`config.mk`:
```
export PLATFORM = sky130hd
export DESIGN_NAME = murmur2_filtered_stream_hash_top_flat
export DESIGN_NICKNAME = d
export VERILOG_FILES = /design/src/mfsh_pkg.sv /design/src/mfsh_req_if.sv /design/src/mfsh_rsp_if.sv /design/src/mfsh_ctrl.sv /design/src/mfsh_dp.sv /design/src/murmur2_filtered_stream_hash_top.sv /design/src/flat_wrapper.sv
export SDC_FILE = /design/constraint.sdc
export NUM_CORES = 1
export LEC_CHECK = 0
export ABC_CLOCK_PERIOD_IN_PS = 8980
export BUFFER_PORTS_ARGS = -buffer_cell sky130_fd_sc_hd__buf_2
export CORE_MARGIN = 2
export CORE_UTILIZATION = 47
export CTS_BUF_LIST = sky130_fd_sc_hd__clkbuf_16
export CTS_CLUSTER_DIAMETER = 40
export CTS_CLUSTER_SIZE = 25
export DETAILED_ROUTE_END_ITERATION = 16
export HOLD_SLACK_MARGIN = 0.05
export PLACE_DENSITY = 0.63
export REMOVE_ABC_BUFFERS = 1
export SLEW_MARGIN = 25
export SYNTH_ARGS = -nofsm -noshare
export SYNTH_HDL_FRONTEND = slang
export SYNTH_SLANG_ARGS = --single-unit
```
`constraint.sdc`:
```
create_clock -name clock -period 8.98 [get_ports clock]
set_input_delay 0.449 -clock clock [delete_from_list [all_inputs] [get_ports clock]]
set_output_delay 0.449 -clock clock [all_outputs]
set_load 0.005 [all_outputs]
```
`src/mfsh_pkg.sv`:
```
package mfsh_pkg;

   // hash constants
   localparam logic [31:0] MixMul    = 32'h5bd1e995;
   localparam int          MixShift  = 24;
   localparam int          FinShiftA = 13;
   localparam int          FinShiftB = 15;
   localparam logic [31:0] SeedReset = 32'd1;

   // controller states
   typedef enum logic [2:0] {
      S_IDLE,
      S_MIX_A,
      S_MIX_B,
      S_MIX_C,
      S_FIN_A,
      S_FIN_B,
      S_FIN_C
   } state_type;

   // datapath operations
   typedef enum logic [2:0] {
      OP_NONE,
      OP_ACCEPT,
      OP_MIX_A,
      OP_MIX_B,
      OP_MIX_C,
      OP_FIN_A,
      OP_FIN_B,
      OP_FIN_C
   } op_type;

   typedef struct packed {
      op_type op;
   } cmd_type;

   typedef struct packed {
      logic need_mix;   // accepted item completes a word
      logic last_now;   // accepted item carries last
      logic last_held;  // item in progress carries last
      logic out_busy;   // result register full and not taken
   } status_type;

endpackage

```
`src/mfsh_req_if.sv`:
```
interface mfsh_req_if;
   logic        valid;
   logic        ready;
   logic [7:0]  data_byte;
   logic        skip;
   logic        first;
   logic        last;
   logic [31:0] total_length;

   modport source (output valid, output data_byte, output skip, output first,
                   output last, output total_length, input ready);
   modport sink (input valid, input data_byte, input skip, input first,
                 input last, input total_length, output ready);
endinterface

```
`src/mfsh_rsp_if.sv`:
```
interface mfsh_rsp_if;
   logic        valid;
   logic        ready;
   logic [31:0] hash_value;

   modport source (output valid, output hash_value, input ready);
   modport sink (input valid, input hash_value, output ready);
endinterface

```
`src/mfsh_ctrl.sv`:
```
module mfsh_ctrl (
   input  logic                clock,
   input  logic                reset,
   input  logic                req_valid,
   output logic                req_ready,
   input  mfsh_pkg::status_type status,
   output mfsh_pkg::cmd_type    cmd
);

   mfsh_pkg::state_type state_ff, state_in;

   // state register
   always_ff @(posedge clock) begin
      if (reset) begin
         state_ff <= mfsh_pkg::S_IDLE;
      end else begin
         state_ff <= state_in;
      end
   end

   // next state
   always_comb begin
      state_in = state_ff;
      case (state_ff)
         mfsh_pkg::S_IDLE: begin
            if (req_valid) begin
               if (status.need_mix) begin
                  state_in = mfsh_pkg::S_MIX_A;
               end else if (status.last_now) begin
                  state_in = mfsh_pkg::S_FIN_A;
               end
            end
         end
         mfsh_pkg::S_MIX_A: state_in = mfsh_pkg::S_MIX_B;
         mfsh_pkg::S_MIX_B: state_in = mfsh_pkg::S_MIX_C;
         mfsh_pkg::S_MIX_C: begin
            state_in = status.last_held ? mfsh_pkg::S_FIN_A : mfsh_pkg::S_IDLE;
         end
         mfsh_pkg::S_FIN_A: state_in = mfsh_pkg::S_FIN_B;
         mfsh_pkg::S_FIN_B: state_in = mfsh_pkg::S_FIN_C;
         mfsh_pkg::S_FIN_C: begin
            if (!status.out_busy) begin
               state_in = mfsh_pkg::S_IDLE;
            end
         end
         default: state_in = mfsh_pkg::S_IDLE;
      endcase
   end

   // outputs
   always_comb begin
      req_ready = 1'b0;
      cmd.op    = mfsh_pkg::OP_NONE;
      case (state_ff)
         mfsh_pkg::S_IDLE: begin
            req_ready = 1'b1;
            if (req_valid) begin
               cmd.op = mfsh_pkg::OP_ACCEPT;
            end
         end
         mfsh_pkg::S_MIX_A: cmd.op = mfsh_pkg::OP_MIX_A;
         mfsh_pkg::S_MIX_B: cmd.op = mfsh_pkg::OP_MIX_B;
         mfsh_pkg::S_MIX_C: cmd.op = mfsh_pkg::OP_MIX_C;
         mfsh_pkg::S_FIN_A: cmd.op = mfsh_pkg::OP_FIN_A;
         mfsh_pkg::S_FIN_B: cmd.op = mfsh_pkg::OP_FIN_B;
         mfsh_pkg::S_FIN_C: begin
            if (!status.out_busy) begin
               cmd.op = mfsh_pkg::OP_FIN_C;
            end
         end
         default: cmd.op = mfsh_pkg::OP_NONE;
      endcase
   end

endmodule

```
`src/mfsh_dp.sv`:
```
module mfsh_dp (
   input  logic                 clock,
   input  logic                 reset,
   input  logic                 csr_wr_en,
   input  logic [31:0]          csr_wr_data,
   input  logic [7:0]           req_data_byte,
   input  logic                 req_skip,
   input  logic                 req_first,
   input  logic                 req_last,
   input  logic [31:0]          req_total_length,
   mfsh_rsp_if.source           rsp_if,
   input  mfsh_pkg::cmd_type    cmd,
   output mfsh_pkg::status_type status
);

   logic [31:0] seed_ff;
   logic [31:0] hash_ff, hash_in;
   logic [31:0] rem_ff, rem_in;
   logic [23:0] gather_ff, gather_in;
   logic [1:0]  pos_ff, pos_in;
   logic [31:0] word_ff, word_in;
   logic        last_ff, last_in;
   logic        out_valid_ff, out_valid_in;
   logic [31:0] out_data_ff, out_data_in;

   logic [31:0] hash_start;
   logic [31:0] rem_start;
   logic [23:0] gather_start;
   logic [1:0]  pos_start;
   logic        take;
   logic [1:0]  tail_n;
   logic [31:0] tail_hash;
   logic [31:0] fin_c_hash;
   logic [31:0] mul_a;
   logic [31:0] mul_p;

   // seed register
   always_ff @(posedge clock) begin
      if (reset) begin
         seed_ff <= mfsh_pkg::SeedReset;
      end else if (csr_wr_en) begin
         seed_ff <= csr_wr_data;
      end
   end

   // start of message applied ahead of the byte
   always_comb begin
      hash_start   = req_first ? (seed_ff ^ req_total_length) : hash_ff;
      rem_start    = req_first ? req_total_length : rem_ff;
      gather_start = req_first ? 24'd0 : gather_ff;
      pos_start    = req_first ? 2'd0 : pos_ff;
      take         = !req_skip && ({30'd0, pos_start} < rem_start);
   end

   // tail fold selection
   always_comb begin
      tail_n    = (rem_ff < 32'd4) ? rem_ff[1:0] : 2'd3;
      tail_hash = hash_ff;
      if (tail_n == 2'd3) begin
         tail_hash = tail_hash ^ {8'd0, gather_ff[23:16], 16'd0};
      end
      if (tail_n >= 2'd2) begin
         tail_hash = tail_hash ^ {16'd0, gather_ff[15:8], 8'd0};
      end
      if (tail_n >= 2'd1) begin
         tail_hash = tail_hash ^ {24'd0, gather_ff[7:0]};
      end
      fin_c_hash = hash_ff ^ (hash_ff >> mfsh_pkg::FinShiftB);
   end

   // shared multiplier by the mix constant
   always_comb begin
      case (cmd.op)
         mfsh_pkg::OP_MIX_A: mul_a = word_ff;
         mfsh_pkg::OP_MIX_B: mul_a = word_ff ^ (word_ff >> mfsh_pkg::MixShift);
         mfsh_pkg::OP_MIX_C: mul_a = hash_ff;
         mfsh_pkg::OP_FIN_A: mul_a = tail_hash;
         mfsh_pkg::OP_FIN_B: mul_a = hash_ff ^ (hash_ff >> mfsh_pkg::FinShiftA);
         default:            mul_a = hash_ff;
      endcase
      mul_p = mul_a * mfsh_pkg::MixMul;
   end

   // datapath next values
   always_comb begin
      hash_in      = hash_ff;
      rem_in       = rem_ff;
      gather_in    = gather_ff;
      pos_in       = pos_ff;
      word_in      = word_ff;
      last_in      = last_ff;
      out_data_in  = out_data_ff;
      out_valid_in = out_valid_ff && !rsp_if.ready;
      case (cmd.op)
         mfsh_pkg::OP_ACCEPT: begin
            hash_in   = hash_start;
            rem_in    = rem_start;
            gather_in = gather_start;
            pos_in    = pos_start;
            last_in   = req_last;
            if (take) begin
               case (pos_start)
                  2'd0: begin
                     gather_in = {gather_start[23:8], req_data_byte};
                     pos_in    = 2'd1;
                  end
                  2'd1: begin
                     gather_in = {gather_start[23:16], req_data_byte,
                                  gather_start[7:0]};
                     pos_in    = 2'd2;
                  end
                  2'd2: begin
                     gather_in = {req_data_byte, gather_start[15:0]};
                     pos_in    = 2'd3;
                  end
                  default: begin
                     word_in   = {req_data_byte, gather_start};
                     rem_in    = rem_start - 32'd4;
                     gather_in = 24'd0;
                     pos_in    = 2'd0;
                  end
               endcase
            end
         end
         mfsh_pkg::OP_MIX_A: word_in = mul_p;
         mfsh_pkg::OP_MIX_B: word_in = mul_p;
         mfsh_pkg::OP_MIX_C: hash_in = mul_p ^ word_ff;
         mfsh_pkg::OP_FIN_A: hash_in = (tail_n != 2'd0) ? mul_p : tail_hash;
         mfsh_pkg::OP_FIN_B: hash_in = mul_p;
         mfsh_pkg::OP_FIN_C: begin
            hash_in      = fin_c_hash;
            rem_in       = 32'd0;
            gather_in    = 24'd0;
            pos_in       = 2'd0;
            last_in      = 1'b0;
            out_data_in  = fin_c_hash;
            out_valid_in = 1'b1;
         end
         default: begin
         end
      endcase
   end

   // control state
   always_ff @(posedge clock) begin
      if (reset) begin
         hash_ff      <= 32'd0;
         rem_ff       <= 32'd0;
         gather_ff    <= 24'd0;
         pos_ff       <= 2'd0;
         last_ff      <= 1'b0;
         out_valid_ff <= 1'b0;
      end else begin
         hash_ff      <= hash_in;
         rem_ff       <= rem_in;
         gather_ff    <= gather_in;
         pos_ff       <= pos_in;
         last_ff      <= last_in;
         out_valid_ff <= out_valid_in;
      end
   end

   // payload registers
   always_ff @(posedge clock) begin
      word_ff     <= word_in;
      out_data_ff <= out_data_in;
   end

   // status to controller
   always_comb begin
      status.need_mix  = take && (pos_start == 2'd3);
      status.last_now  = req_last;
      status.last_held = last_ff;
      status.out_busy  = out_valid_ff && !rsp_if.ready;
   end

   assign rsp_if.valid      = out_valid_ff;
   assign rsp_if.hash_value = out_data_ff;

endmodule

```
`src/murmur2_filtered_stream_hash_top.sv`:
```
// Streaming 32-bit MurmurHash2 over bytes, one byte per item, with a skip flag per
// byte. The item with first set starts a message: the hash begins as seed XOR
// total_length, and only that many kept bytes are hashed, any further kept bytes
// being ignored. The item with last set folds in the tail bytes, runs the final
// avalanche and gives one hash_value. An item that does not complete a 32-bit word
// is taken alone; one that does adds three steps through the single shared
// multiplier by the mix constant, and a last item three more (tail fold, avalanche
// multiply, final shift), the last waiting while the result register holds an
// untaken hash. The user must write the seed through csr_wr_en and csr_wr_data
// only while no item is in flight; the block itself does not enforce this.
module murmur2_filtered_stream_hash_top (
   input  logic        clock,
   input  logic        reset,
   input  logic        csr_wr_en,
   input  logic [31:0] csr_wr_data,
   mfsh_req_if.sink    req_if,
   mfsh_rsp_if.source  rsp_if
);

   mfsh_pkg::cmd_type    cmd;
   mfsh_pkg::status_type status;

   // sequencer
   mfsh_ctrl u_ctrl (
      .clock     (clock),
      .reset     (reset),
      .req_valid (req_if.valid),
      .req_ready (req_if.ready),
      .status    (status),
      .cmd       (cmd)
   );

   // hash datapath
   mfsh_dp u_dp (
      .clock            (clock),
      .reset            (reset),
      .csr_wr_en        (csr_wr_en),
      .csr_wr_data      (csr_wr_data),
      .req_data_byte    (req_if.data_byte),
      .req_skip         (req_if.skip),
      .req_first        (req_if.first),
      .req_last         (req_if.last),
      .req_total_length (req_if.total_length),
      .rsp_if           (rsp_if),
      .cmd              (cmd),
      .status           (status)
   );

endmodule
```
`src/flat_wrapper.sv`:
```
// flat-port wrapper written by rule: the top's interface ports become plain ports
module murmur2_filtered_stream_hash_top_flat 
  (clock, reset, csr_wr_en, csr_wr_data, req_if_valid, req_if_data_byte, req_if_skip, req_if_first, req_if_last, req_if_total_length, req_if_ready, rsp_if_valid, rsp_if_hash_value, rsp_if_ready);
  mfsh_req_if req_if_i ();
  mfsh_rsp_if rsp_if_i ();
  input  logic clock;
  input  logic reset;
  input  logic csr_wr_en;
  input  logic [31:0] csr_wr_data;
  input wire logic [$bits(req_if_i.valid)-1:0] req_if_valid;
  input wire logic [$bits(req_if_i.data_byte)-1:0] req_if_data_byte;
  input wire logic [$bits(req_if_i.skip)-1:0] req_if_skip;
  input wire logic [$bits(req_if_i.first)-1:0] req_if_first;
  input wire logic [$bits(req_if_i.last)-1:0] req_if_last;
  input wire logic [$bits(req_if_i.total_length)-1:0] req_if_total_length;
  output wire logic [$bits(req_if_i.ready)-1:0] req_if_ready;
  output wire logic [$bits(rsp_if_i.valid)-1:0] rsp_if_valid;
  output wire logic [$bits(rsp_if_i.hash_value)-1:0] rsp_if_hash_value;
  input wire logic [$bits(rsp_if_i.ready)-1:0] rsp_if_ready;
  assign req_if_i.valid = req_if_valid;
  assign req_if_i.data_byte = req_if_data_byte;
  assign req_if_i.skip = req_if_skip;
  assign req_if_i.first = req_if_first;
  assign req_if_i.last = req_if_last;
  assign req_if_i.total_length = req_if_total_length;
  assign req_if_ready = req_if_i.ready;
  assign rsp_if_valid = rsp_if_i.valid;
  assign rsp_if_hash_value = rsp_if_i.hash_value;
  assign rsp_if_i.ready = rsp_if_ready;
  murmur2_filtered_stream_hash_top u_core (.clock(clock), .reset(reset), .csr_wr_en(csr_wr_en), .csr_wr_data(csr_wr_data), .req_if(req_if_i), .rsp_if(rsp_if_i));
endmodule
```
After elaboration in Yosys (flattened, before gate mapping)
Cells that the tools add are included.

storage, ports and cells
  logic and storage cells = 98
  flip-flop bits (word level) = 191

cells by class
  equal/unequal tests = 23
  mux-type cells = 35
  add/subtract/negate cells = 1
  $lt $le $gt $ge = 4
  $mul = 1
  reductions and logical operators = 16
  bitwise gates (word level) = 8

operators with widths
  kind                    number
  $mux 32                 10
  $pmux 32 s5             1
  $pmux 32 s2             2
  $pmux 32 s4             1
  $pmux 24 s3             1
  $xor 32x32->32          2
  $xor 32x8->32           2
  $mux 24                 2
  $pmux 24 s2             1
  $pmux 3 s7              2
  $lt 2x32->1             1
  $lt 32x3->1 const B     1
  $mul 32x31->32 const B  1
  $sub 32x3->32 const B   1
  $xor 32x16->32          1
  $xor 32x17->32          1
  $xor 32x19->32          1
  $xor 32x24->32          1
  $eq 3x3->1 const B      7
  $mux 3                  6
  $eq 3x2->1 const B      4
  $ne 2x2->1 const B      5
  $eq 2x2->1 const B      3
  $eq 3x1->1 const B      2
  other kinds (19)        29

Logic depth before layout (Yosys ltp)
  word-level depth = 12
  mapped depth = 38

Cells and area by module
A second synthesis with hierarchy kept.

second synthesis, totals
  cell total of the unflattened synthesis = 2443
  area, all modules = 21076.5 sq um

by module, submodules not included
  module     times used  area each (sq um)  cells an instance  sequential area each (sq um)
  mfsh_dp    1           20840.0            2413               4404.2
  mfsh_ctrl  1           236.5              30                 60.1

Least setup slack after synthesis
Ideal clock, no wire load.

  path type = flip-flop to flip-flop
  start = register u_core.u_ctrl.state_ff[1]
  end = register u_core.u_dp.hash_ff[30]
  arrival = 8.622 ns
  stages on the path, launching flop included = 34
  path buffers = 5
  data required time = 8.894 ns
  path slack = 0.272 ns
  setup time = 0.086 ns
  clock period less this slack = 8.708 ns
  cell sequence = dfxtp_1 clkbuf_1 buf_1 clkbuf_1 buf_1 clkbuf_1 o21ai_0 a21oi_1 nor2_1 a21oi_1 fa_1 ha_1 inv_1 fa_1 fa_1 fa_1 inv_1 fa_1 fa_1 inv_1 fa_1 inv_1 ha_1 a21oi_1 nand2_1 a21o_1 a21o_1 nor3_1 and3_1 o31ai_1 a31oi_1 xor2_1 a31oi_1 a211oi_1

between the ends
  word-level cells in the longest chain between the ends = 7

RTL lines
  what                                       RTL line                        text
  start, declared                            mfsh_ctrl.sv:10                 mfsh_pkg::state_type state_ff, state_in;
  start signal, assigned                     mfsh_ctrl.sv:15                 state_ff <= mfsh_pkg::S_IDLE;
  start signal, assigned                     mfsh_ctrl.sv:17                 state_ff <= state_in;
  $eq 3x3->1, or another cell as far along   mfsh_ctrl.sv:54                 case (state_ff)
  $pmux 3 s7 *                               mfsh_ctrl.sv:54
  $eq 3x3->1 or $eq 3x2->1 (tied branches)   mfsh_dp.sv:73, mfsh_dp.sv:94
  $pmux 32 s4                                mfsh_dp.sv:73                   case (cmd.op)
  $mul 32x31->32                             mfsh_dp.sv:81                   mul_p = mul_a * mfsh_pkg::MixMul;
  $mux 32 or $xor 32x32->32 (tied branches)  mfsh_dp.sv:128, mfsh_dp.sv:127
  $pmux 32 s5                                mfsh_dp.sv:94                   case (cmd.op)
  end signal, assigned                       mfsh_dp.sv:154                  hash_ff <= hash_in;
  end, declared                              mfsh_dp.sv:17                   logic [31:0] hash_ff, hash_in;

Mark *: on every way between the ends. The rest lies on a longest branch, timed or not.
A chain may end at the register's enable or synchronous reset.

Worst setup path after layout
  start = register u_core.u_dp.rem_ff[28]
  end = register u_core.u_dp.hash_ff[30]

between the ends
  word-level cells in the longest chain between the ends = 12

RTL lines
  what                                       RTL line                        text
  start, declared                            mfsh_dp.sv:18                   logic [31:0] rem_ff, rem_in;
  start signal, assigned                     mfsh_dp.sv:155                  rem_ff <= rem_in;
  $lt 32x3->1 *                              mfsh_dp.sv:57                   tail_n = (rem_ff < 32'd4) ? rem_ff[1:0] : 2'd3;
  $mux 2 *                                   mfsh_dp.sv:57
  $eq 2x2->1                                 mfsh_dp.sv:59                   if (tail_n == 2'd3) begin
  $mux 32                                    mfsh_dp.sv:59
  $xor 32x16->32                             mfsh_dp.sv:63                   tail_hash = tail_hash ^ {16'd0, gather_ff[15:8], 8'd0};
  $mux 32                                    mfsh_dp.sv:62                   if (tail_n >= 2'd2) begin
  $xor 32x8->32                              mfsh_dp.sv:66                   tail_hash = tail_hash ^ {24'd0, gather_ff[7:0]};
  $mux 32                                    mfsh_dp.sv:65                   if (tail_n >= 2'd1) begin
  $pmux 32 s4                                mfsh_dp.sv:73
  $mul 32x31->32                             mfsh_dp.sv:81
  $mux 32 or $xor 32x32->32 (tied branches)  mfsh_dp.sv:128, mfsh_dp.sv:127
  $pmux 32 s5 *                              mfsh_dp.sv:94

Marks and branches as above.

==> report_table.html <==
<table>
<tr><th>Metric</th><th>Value</th></tr>
<tr><th colspan="2">Routing</th></tr>
<tr><td>First drt pass iteration count</td><td>6</td></tr>
<tr><td>Initial DRC Count</td><td>~1,600</td></tr>
<tr><td>Routed vias</td><td>18,100</td></tr>
<tr><td>Wire per inst</td><td>22.7 um</td></tr>
<tr><td>Remaining routing DRC violations</td><td>0</td></tr>
<tr><td>Vias per Instance</td><td>5.78</td></tr>
<tr><td>Wirelength, routed</td><td>between 70,000 and 80,000 um</td></tr>
<tr><td>Antenna Nets Post-Route</td><td>0</td></tr>
<tr><th colspan="2">Floorplan</th></tr>
<tr><td>Number of rows created at floorplan</td><td>76</td></tr>
<tr><td>Core box area</td><td>~43,000 um^2</td></tr>
<tr><td>Number of ports placed on the die boundary</td><td>roughly 110</td></tr>
<tr><td>Die Ht</td><td>roughly 210 um</td></tr>
<tr><td>Initial cell density of the core</td><td>approximately 48%</td></tr>
<tr><td>Die area</td><td>roughly 46,000 um^2</td></tr>
<tr><td>Horizontal extent of the die</td><td>between 200 and 250 um</td></tr>
<tr><th colspan="2">Timing</th></tr>
<tr><td>Fraction of the cycle the final worst path needs</td><td>96.5%</td></tr>
<tr><td>RSZ-0062 raised after global routing</td><td>true</td></tr>
<tr><td>Setup_tns</td><td>0 ps</td></tr>
<tr><td>Final Setup Violations</td><td>0</td></tr>
<tr><td>Pin slew with the least headroom to its limit</td><td>between 1000 and 1500 ps</td></tr>
<tr><td>Rel. slew slack</td><td>roughly 26%</td></tr>
<tr><td>Fmax achieved</td><td>approximately 0.12 GHz</td></tr>
<tr><td>Final max-slew violation count</td><td>0</td></tr>
<tr><td>Clock period minus final worst setup slack</td><td>8670 ps</td></tr>
<tr><td>Worst Setup Slack, final</td><td>slightly above 300 ps</td></tr>
<tr><td>Count of endpoints failing hold in the final timing report</td><td>0</td></tr>
<tr><td>Setup clock skew after layout</td><td>8.64 ps</td></tr>
<tr><th colspan="2">Clocking</th></tr>
<tr><td>TritonCTS buffer count</td><td>17</td></tr>
<tr><td>H-tree level count</td><td>4</td></tr>
<tr><td>Clock transition at path regs</td><td>approximately 70 ps</td></tr>
<tr><td>Clock net sink count</td><td>roughly 190</td></tr>
<tr><td>Number of hold buffers added after cts</td><td>0</td></tr>
<tr><td>Clock insertion delay at the later pin of the skew report</td><td>roughly 460 ps</td></tr>
<tr><td>Clock tree from TritonCTS</td><td>done</td></tr>
<tr><td>Root Buffer</td><td>sky130_fd_sc_hd__clkbuf_16</td></tr>
<tr><td>Clock Tree Buf Depth</td><td>2</td></tr>
<tr><th colspan="2">Global route</th></tr>
<tr><td>Global-route wire length before repair</td><td>109,000 um</td></tr>
<tr><td>Met1 capacity usage during global routing</td><td>39.2%</td></tr>
<tr><td>Met2 track utilization from global routing</td><td>50.7%</td></tr>
<tr><td>GRT Overall Usage</td><td>a little under a third</td></tr>
<tr><td>Number of global-route vias before repair</td><td>around 18,000</td></tr>
<tr><td>Number of antenna violations at the first check in global routing</td><td>1</td></tr>
<tr><td>GRT busiest layer</td><td>met2</td></tr>
<tr><td>Met3 usage in global routing</td><td>3.82%</td></tr>
<tr><td>Aggregate global routing overflow</td><td>0</td></tr>
<tr><td>Pin count of the biggest net entering global routing</td><td>70</td></tr>
<tr><th colspan="2">Synthesis</th></tr>
<tr><td>Number of distinct library cells after synthesis</td><td>82</td></tr>
<tr><td>Yosys reg bits</td><td>191</td></tr>
<tr><td>Mean instance size in the synthesized netlist</td><td>roughly 8.7 um^2</td></tr>
<tr><td>Share of synthesized registers carrying an async set or reset</td><td>0%</td></tr>
<tr><td>Area leader, netlist</td><td>sky130_fd_sc_hd__fa_1</td></tr>
<tr><td>Most frequent cells after synthesis</td><td>382 x sky130_fd_sc_hd__inv_1, 223 x sky130_fd_sc_hd__ha_1, 212 x sky130_fd_sc_hd__nor2_1, 178 x sky130_fd_sc_hd__fa_1, 175 x sky130_fd_sc_hd__nand2_1</td></tr>
<tr><td>Post-synth design cell area</td><td>just over 20,000 um^2</td></tr>
<tr><td>Yosys warns</td><td>0</td></tr>
<tr><td>Share of synthesized area occupied by flip-flops and latches</td><td>approximately 22%</td></tr>
<tr><td>Share of the synthesized area in the top cell type</td><td>roughly 17%</td></tr>
<tr><td>Number of synthesized flops with an enable pin</td><td>between 60 and 70</td></tr>
<tr><td>Top flip-flop cell by instance count after synthesis</td><td>sky130_fd_sc_hd__dfxtp_1</td></tr>
<tr><td>Cells taking the most area after synthesis</td><td>sky130_fd_sc_hd__fa_1 17%, sky130_fd_sc_hd__ha_1 13%, sky130_fd_sc_hd__dfxtp_1 12%</td></tr>
<tr><td>Cells after synthesis</td><td>approximately 2,400</td></tr>
<tr><td>Cell with the most instances after synthesis</td><td>sky130_fd_sc_hd__inv_1</td></tr>
<tr><th colspan="2">Worst setup path</th></tr>
<tr><td>Setup slack on the worst flop-to-flop path</td><td>310 ps</td></tr>
<tr><td>Largest fanout on the critical path</td><td>7</td></tr>
<tr><td>Critical Path End Type</td><td>flop</td></tr>
<tr><td>Critical path class</td><td>flop to flop</td></tr>
<tr><td>End of the worst register-to-register path</td><td>u_core.u_dp.hash_ff[30]</td></tr>
<tr><td>Most used cell, CP</td><td>sky130_fd_sc_hd__fa_1</td></tr>
<tr><td>Startpoint type of the worst setup path</td><td>flop</td></tr>
<tr><td>Worst endpoint data arrival time</td><td>around 9000 ps</td></tr>
<tr><td>Worst Path Required</td><td>approximately 9400 ps</td></tr>
<tr><td>Worst R2R Path Depth</td><td>36</td></tr>
<tr><td>CP peak stage delay</td><td>just under 600 ps</td></tr>
<tr><td>Slowest stage cell, crit path</td><td>sky130_fd_sc_hd__fa_2</td></tr>
<tr><td>Launch instance of the worst register-to-register path</td><td>u_core.u_dp.rem_ff[28]</td></tr>
<tr><th colspan="2">Cells and area</th></tr>
<tr><td>ANT cells</td><td>0</td></tr>
<tr><td>Number of nets at the end of the flow</td><td>between 3,000 and 4,000</td></tr>
<tr><td>Layout cell share with drive strength beyond 1</td><td>approximately 14%</td></tr>
<tr><td>Layout Utilization</td><td>54.0%</td></tr>
<tr><td>Layout overhead on the synthesized area</td><td>12.8%</td></tr>
<tr><th colspan="2">Status</th></tr>
<tr><td>Result of the run</td><td>completed</td></tr>
<tr><th colspan="2">Min path</th></tr>
<tr><td>Worst hold-check path type</td><td>input port to flop</td></tr>
<tr><td>Hold Path Origin</td><td>csr_wr_data[0]</td></tr>
<tr><td>Min-Delay Endpoint</td><td>u_core.u_dp.seed_ff[0]</td></tr>
<tr><td>Hold Path Stages</td><td>2</td></tr>
<tr><th colspan="2">Placed design</th></tr>
<tr><td>Port-buffer cells</td><td>113</td></tr>
<tr><td>Worst-case setup slack after placement</td><td>-134 ps</td></tr>
<tr><td>Final weighted congestion in routability-driven placement</td><td>between 1 and 1.5</td></tr>
<tr><td>Total half-perimeter wirelength after legalization and detailed placement</td><td>between 50,000 and 60,000 um</td></tr>
<tr><th colspan="2">Flow run</th></tr>
<tr><td>Count of max-cap constraint violations</td><td>0</td></tr>
</table>
[worst max-delay path: cells and delay by family (launching register included)]
kind / cells / cell delay, ps
adder cells (fa/ha/maj): 9 / 4030
AO/OA/AOI/OAI: 9 / 1560
AND/OR/NAND/NOR: 8 / 1410
buffers and inverters: 8 / 780
XOR/XNOR: 2 / 440
flip-flops: 1 / 330
[state kept, by name, summed over array words and instances (netlist names)]
signal,flops
u_core.u_dp.word_ff,32
u_core.u_dp.rsp_if.valid,1
u_core.u_dp.seed_ff,32
u_core.u_dp.gather_ff,24
u_core.u_dp.last_ff,1
u_core.u_dp.pos_ff,2
u_core.u_ctrl.state_ff,3
u_core.u_dp.rsp_if.hash_value,32
u_core.u_dp.hash_ff,32
u_core.u_dp.rem_ff,32
[through the flow]
step	instances	area, um^2	hold slack, ps
after floorplan	2272	20200	447
after global placement	3095	22500	472
after detailed placement	3095	22500	489
after CTS	3127	23200	195
after global routing	3133	23400	209
final	3133	23400	208
[routing by layer]
layer	share of wire, %	wire length, um	vias up
met5	0.0098	7	-
met4	6.9	4920	2
met3	6.9	4930	194
met2	46	32800	832
met1	40	28600	8802
li1	-	-	8286
[area by class of cell]
type | instances | area (um^2)
well taps | 585 | 732
multi-input cells | 1697 | 14600
repair buffers | 244 | 1570
flip-flops and latches | 191 | 4470
clock buffers | 19 | 475
inverters | 384 | 1440
clock inverters | 13 | 119
fillers | 4081 | 19900
[how the worst max path moves through the flow]
stage / start / end / slack, ps
4_1_cts: u_core.u_dp.rem_ff[29] / u_core.u_dp.hash_ff[30] / 8
2_1_floorplan: u_core.u_ctrl.state_ff[2] / u_core.u_dp.word_ff[30] / -280
6_report: u_core.u_dp.rem_ff[28] / u_core.u_dp.hash_ff[30] / 310
5_1_grt: u_core.u_dp.rem_ff[28] / u_core.u_dp.hash_ff[30] / -60
3_3_place_gp: u_core.u_dp.rem_ff[29] / u_core.u_dp.hash_ff[31] / 0.02
3_5_place_dp: u_core.u_dp.rem_ff[29] / u_core.u_dp.hash_ff[30] / -130
[cells by family (layout without fill, tap and decap cells)]
logic type      Yosys count  in the layout  share of synthesized area [%]
simple gates            598            598                           13.5
buf+inv                 502            660                           9.22
compound gates          465            465                           14.5
fa+ha+maj               401            401                           30.7
flops                   191            191                           21.6
xor+xnor                170            170                           7.32
mux                      63             63                           3.18
[cell usage in the layout, fill, tap and decap left out, drive strengths merged, types with 6 or more instances in the layout]
cell,netlist,final
inv,382,392
buf,17,244
ha,223,223
nor2,212,212
fa,178,178
nand2,175,175
o21ai,135,135
dfxtp,127,127
a21oi,108,108
xnor2,90,90
xor2,78,78
edfxtp,64,64
mux2i,56,56
nor3,47,47
a32oi,32,32
nand3,29,29
nand3b,27,27
o21a,21,21
o22ai,21,21
a31oi,21,21
nand2b,19,19
a22oi,19,19
clkbuf,101,19
a211oi,17,17
nor2b,14,14
a21o,12,12
and3,12,12
nor3b,12,12
o211ai,11,11
nor4,9,9
a221oi,9,9
or2,7,7
or3,7,7
and2,7,7
mux2,7,7
a22o,6,6
[repair_timing]
item | in CTS | in global routing
pin swaps | 2 | 23
setup endpoints to repair | 8 | 24
setup buffers | 0 | 6
resized for setup | 7 | 41
Power is not shown: default switching activity piles up to over one toggle a cycle in this logic, so the estimate is an artifact.
